File: src/hdl/bad_pkg.sv
// Shared types, constants and helper functions for the box average downsampler.
// Used by every module of the block; depends on nothing else.
`timescale 1ns / 1ps
`default_nettype none

package bad_pkg;

  // Input item codes.
  localparam logic OP_PIXEL = 1'b0;
  localparam logic OP_FLUSH = 1'b1;

  localparam logic [3:0] SCALE_RESET = 4'd2;
  localparam logic [3:0] SCALE_MIN   = 4'd1;
  localparam logic [3:0] SCALE_MAX   = 4'd8;

  // Reciprocal of scale squared in Q16.
  localparam int RECIP_BITS = 17;
  localparam int FRAC_BITS  = 16;
  localparam int ROUND_HALF = 1 << (FRAC_BITS - 1);

  // Result queue at the output.
  localparam int FIFO_DEPTH    = 8;
  localparam int FIFO_PTR_BITS = 3;
  localparam int FIFO_CNT_BITS = 4;

  // Control that rides along with an item through the datapath.
  typedef struct packed {
    logic       emit;
    logic       row_end;
    logic       frame_end;
    logic [3:0] scale;
  } bad_tag_t;

  // One result beat.
  typedef struct packed {
    logic [15:0] avg_red;
    logic [15:0] avg_green;
    logic [15:0] avg_blue;
    logic        out_row_end;
    logic        out_frame_end;
  } bad_avg_t;

  function automatic logic [3:0] eff_scale(logic [3:0] value);
    logic [3:0] result;
    if (value == 4'd0) begin
      result = SCALE_MIN;
    end else if (value > SCALE_MAX) begin
      result = SCALE_MAX;
    end else begin
      result = value;
    end
    return result;
  endfunction

  function automatic logic [RECIP_BITS-1:0] recip_q16(logic [3:0] s);
    logic [RECIP_BITS-1:0] result;
    case (s)
      4'd2:    result = 17'd16384;
      4'd3:    result = 17'd7282;
      4'd4:    result = 17'd4096;
      4'd5:    result = 17'd2621;
      4'd6:    result = 17'd1820;
      4'd7:    result = 17'd1337;
      4'd8:    result = 17'd1024;
      default: result = 17'd65536;
    endcase
    return result;
  endfunction

endpackage

`default_nettype wire

File: src/hdl/bad_scale_unit.sv
// Multiplies block sums by the Q16 reciprocal of scale squared, rounds and saturates.
// Two register stages; depends on bad_pkg.
`timescale 1ns / 1ps
`default_nettype none

module bad_scale_unit #(
  parameter int SAMPLE_BITS = 16,
  localparam int SUMW = SAMPLE_BITS + 6
) (
  input  wire logic              clk,
  input  wire logic              rst,
  input  wire logic              in_valid,
  input  wire logic [SUMW-1:0]   in_red,
  input  wire logic [SUMW-1:0]   in_green,
  input  wire logic [SUMW-1:0]   in_blue,
  input  wire bad_pkg::bad_tag_t in_tag,
  output logic [1:0]             occupancy,
  output logic                   out_valid,
  output bad_pkg::bad_avg_t      out_beat
);

  localparam int PW = SUMW + bad_pkg::RECIP_BITS;
  localparam int HW = PW + 1 - bad_pkg::FRAC_BITS;
  localparam logic [SAMPLE_BITS-1:0] SAT_MAX = '1;

  logic                        v2;
  logic [SUMW-1:0]             red2;
  logic [SUMW-1:0]             green2;
  logic [SUMW-1:0]             blue2;
  bad_pkg::bad_tag_t           tag2;
  logic [bad_pkg::RECIP_BITS-1:0] recip;

  logic                        v3;
  logic [PW-1:0]               prod_red;
  logic [PW-1:0]               prod_green;
  logic [PW-1:0]               prod_blue;
  bad_pkg::bad_tag_t           tag3;

  function automatic logic [SAMPLE_BITS-1:0] round_sat(logic [PW-1:0] p);
    logic [PW:0]   r;
    logic [HW-1:0] hi;
    r  = (PW + 1)'(p) + (PW + 1)'(bad_pkg::ROUND_HALF);
    hi = r[PW:bad_pkg::FRAC_BITS];
    return (hi > HW'(SAT_MAX)) ? SAT_MAX : hi[SAMPLE_BITS-1:0];
  endfunction

  always_ff @(posedge clk) begin
    if (rst) begin
      v2 <= 1'b0;
      v3 <= 1'b0;
    end else begin
      v2 <= in_valid;
      v3 <= v2;
    end
  end

  always_ff @(posedge clk) begin
    if (in_valid) begin
      red2   <= in_red;
      green2 <= in_green;
      blue2  <= in_blue;
      tag2   <= in_tag;
    end
    if (v2) begin
      prod_red   <= PW'(red2) * PW'(recip);
      prod_green <= PW'(green2) * PW'(recip);
      prod_blue  <= PW'(blue2) * PW'(recip);
      tag3       <= tag2;
    end
  end

  always_comb begin
    recip                  = bad_pkg::recip_q16(tag2.scale);
    occupancy              = 2'(v2) + 2'(v3);
    out_valid              = v3;
    out_beat.avg_red       = 16'(round_sat(prod_red));
    out_beat.avg_green     = 16'(round_sat(prod_green));
    out_beat.avg_blue      = 16'(round_sat(prod_blue));
    out_beat.out_row_end   = tag3.row_end;
    out_beat.out_frame_end = tag3.frame_end;
  end

endmodule

`default_nettype wire

File: config.mk
export PLATFORM = sky130hd
export DESIGN_NAME = bad_scale_unit
export DESIGN_NICKNAME = d
export VERILOG_FILES = /design/src/hdl/bad_pkg.sv /design/src/hdl/bad_scale_unit.sv
export SDC_FILE = /design/constraint.sdc
export NUM_CORES = 2
export LEC_CHECK = 0
export ABC_AREA = 1
export BUFFER_PORTS_ARGS = -buffer_cell sky130_fd_sc_hd__buf_2
export CAP_MARGIN = 20
export CORE_MARGIN = 2
export CORE_UTILIZATION = 50
export DETAILED_ROUTE_END_ITERATION = 10
export PLACE_DENSITY = 0.66
export RECOVER_POWER = 100
export SYNTH_ARGS = -nofsm -noshare
export SYNTH_HDL_FRONTEND = slang
export SYNTH_SLANG_ARGS = --single-unit
File: constraint.sdc
create_clock -name clk -period 8.7 [get_ports clk]
set_input_delay 0 -clock clk [delete_from_list [all_inputs] [get_ports clk]]
set_output_delay 0 -clock clk [all_outputs]
set_load 0.1 [all_outputs]
==> qor.txt <==
Post-Syn Area: 39800 sq um
Initial antenna violation count: 0
Worst Hold End: red2[7]$_DFFE_PP_
H-tree depth: 4
Die X: 286 um
Routed wire length: 109000 um
Failing checks: max-capacitance violations, max-slew violations
Clock sinks: 148
Vias in the first global route: 33000
CP required: 8970 ps
Routed WL per cell: 17.6 um
Syn Area/Cell: 8.06 sq um
CTS tree: done
Final hold violation count: 0
Clk buf depth: 2
First-pass GRT wire length: 175000 um
I/O pin cnt: 129
CTS buffer count: 17
FF-to-FF Start: tag2[3]$_DFFE_PP_
Post-CTS Setup Repair Bufs: 0
RSZ-0062 raised after global routing: false
Yosys reg bits: 148
Post-synth top area cell: fa_1
Vert. Die Dim: 286 um
Worst path arrival time: 8030 ps
Synth cell types: 46
Cells after synthesis: 4939
Min cycle time layout: 7750 ps
Fin Setup TNS: 0 ps
Gpl congestion: 0.962
Slew headroom: -1.52
Post-CTS Resized: 0
Status: finished with violations
Worst Hold Class: input pin to flop
R2R Setup Slk: 950 ps
Post-Place Worst Slack: 1440 ps
Largest net degree at the start of global routing: 67
Gr usage total: 0.277
Synth top area share: 0.350
Worst-margin pin slew: 3770 ps
Max FO, Critical Path: 34
PwrDens: 196 nW/um^2
Clock skew: 21.8 ps
Via count: 31700
Hold Crit Start: in_red[7]
Antenna-violating nets left: 0
Setup WS post-layout: 948 ps
Sequential area share after synthesis: 0.111
GRT Residual Overflow: 0
Clk root buf: clkbuf_16
Cell count after placement: 6068
Via density: 5.14
Tcrit/Tclk final: 0.891
Worst VDD drop: 0.000159 V
Crit Path Class: flop to flop
F_max: 0.129 GHz
Area grow syn2layout: 7.96%
Worst hold path depth: 2
Most common cell after layout, fill and taps aside: inv_1
CORE AREA: 78900 sq um
Port Buffer Count: 127
Post-synth ARST share: 0
Top post-synthesis cells by area: fa_1, ha_1, inv_1, edfxtp_1, nor2_1
Register-to-Register Path Depth: 25
Share of cells above drive strength 1: 0.0324
Final setup viols: 0
DRT met1 WL: 47200 um
Die area: 81900 sq um
Crit start category: flop
Top layer in use: met4
Row count: 103
Yosys warns: 0
Final Power: 8.42 mW
Main synth FF type: edfxtp_1
Most frequent cells in the layout: inv_1, nor2_1, nand2_1
Nets: 6394
Crit end category: flop
Final slew viol count: 103
Pre-antenna DRT Iters: 8
Met3 Wirelength: 7750 um
Max-cap viol count: 2
1st-iter DRT viols: 2013
Fillcell total: 7549
Post-route DRC: 0
Worst-path clk slew: 80 ps
Met2 Routed Length: 50200 um
Leakage power: 23.1 nW
Starting Density: 0.505
Inserted Diodes: 0
Worst-Skew Late Latency: 530 ps
Detailed Place HPWL: 92100 um
Post-synth EDFFs: 146
Non-filler instance count after layout: 6174
R2r endpoint: prod_blue[33]$_DFFE_PP_
## synth_stat cells (all sizes together), types with 2 or more instances
| cell type | n |
|---|---|
| nand3 | 129 |
| inv | 1395 |
| nor3 | 75 |
| clkinv | 10 |
| and3 | 3 |
| o211ai | 3 |
| edfxtp | 146 |
| fa | 696 |
| a21boi | 10 |
| dfxtp | 2 |
| a21o | 12 |
| o21a | 18 |
| clkbuf | 32 |
| o21ai | 77 |
| and2 | 4 |
| nand2 | 737 |
| buf | 45 |
| nand4 | 24 |
| o21bai | 7 |
| o31ai | 5 |
| nor2 | 747 |
| xnor2 | 24 |
| a21oi | 140 |
| xor2 | 70 |
| ha | 511 |
| nand3b | 12 |
## cells by family after synthesis
| family | share of synthesized area |
|---|---|
| simple gates | 0.178 |
| xor+xnor | 0.0207 |
| buf+inv | 0.142 |
| other cells | 0.0000941 |
| flops | 0.111 |
| compound gates | 0.0382 |
| fa+ha+maj | 0.510 |
## layout make-up
type / count / area [sq um] / area share
multi-input combinational: 3311 / 29800 / 0.693
inverter: 1405 / 5270 / 0.123
sequential: 148 / 4420 / 0.103
timing repair buffer: 228 / 1530 / 0.0356
tap: 1050 / 1310 / 0.0306
clock buffer: 17 / 425 / 0.00989
clock inverter: 15 / 215 / 0.00500
## timing repair
item,CTS,global route
hold endpoints to repair,96,0
endpoints found under the setup margin,0,0
hold buffers,74,0
## worst max path at each step
stage	start	to	slack [ps]
after floorplan	tag2[1]$_DFFE_PP_	prod_green[35]$_DFFE_PP_	2630
after global placement	tag2[3]$_DFFE_PP_	prod_blue[38]$_DFFE_PP_	1450
after detailed placement	tag2[3]$_DFFE_PP_	prod_red[34]$_DFFE_PP_	1440
after CTS	tag2[3]$_DFFE_PP_	prod_blue[38]$_DFFE_PP_	1390
after global routing	tag2[3]$_DFFE_PP_	prod_blue[33]$_DFFE_PP_	490
final	tag2[3]$_DFFE_PP_	prod_blue[33]$_DFFE_PP_	950
## power breakdown
group | total [mW] | switching (mW) | internal (mW)
Combinational | 6.22 | 4.06 | 2.16
Clock | 0.871 | 0.385 | 0.486
Sequential | 1.33 | 0.205 | 1.12
## metrics by stage
step	util	hold WS [ps]	instance area (sq um)
2_1_floorplan	-	71.2	39800
3_3_place_gp	0.529	171	41700
3_5_place_dp	0.529	174	41700
4_1_cts	0.547	148	43100
5_1_grt	0.545	177	43000
6_report	0.545	182	43000
## critical path, stage by stage (launching register included)
cell and delay [ps]:
edfxtp_1 470, nor2_1 260, inv_1 190, nor2_1 500, inv_1 680, buf_12 410
nor2_1 160, fa_1 420, inv_1 140, fa_1 440, fa_1 530, inv_1 60
fa_1 530, fa_1 500, inv_1 50, fa_1 490, inv_1 50, ha_1 360
a21oi_1 310, o21ai_0 180, a21oi_1 240, nor2_1 90, nor3_1 220, nand2_1 80
nand2_1 60, nand2_1 40
## layer usage
layer | track usage | vias to the layer above
li1 | - | 15000
met1 | 0.377 | 15400
met2 | 0.449 | 1128
met3 | 0.0436 | 191
met4 | 0.0990 | 0
met5 | 0 | -
## sequential cells by signal, indices dropped and copies added, names as in the netlist
| register | flops |
|---|---|
| blue2 | 22 |
| prod_green | 24 |
| v2 | 1 |
| green2 | 22 |
| prod_blue | 24 |
| out_valid | 1 |
| tag2 | 6 |
| red2 | 22 |
| prod_red | 24 |
| out_beat | 2 |
(Power assumes the default switching activity.)
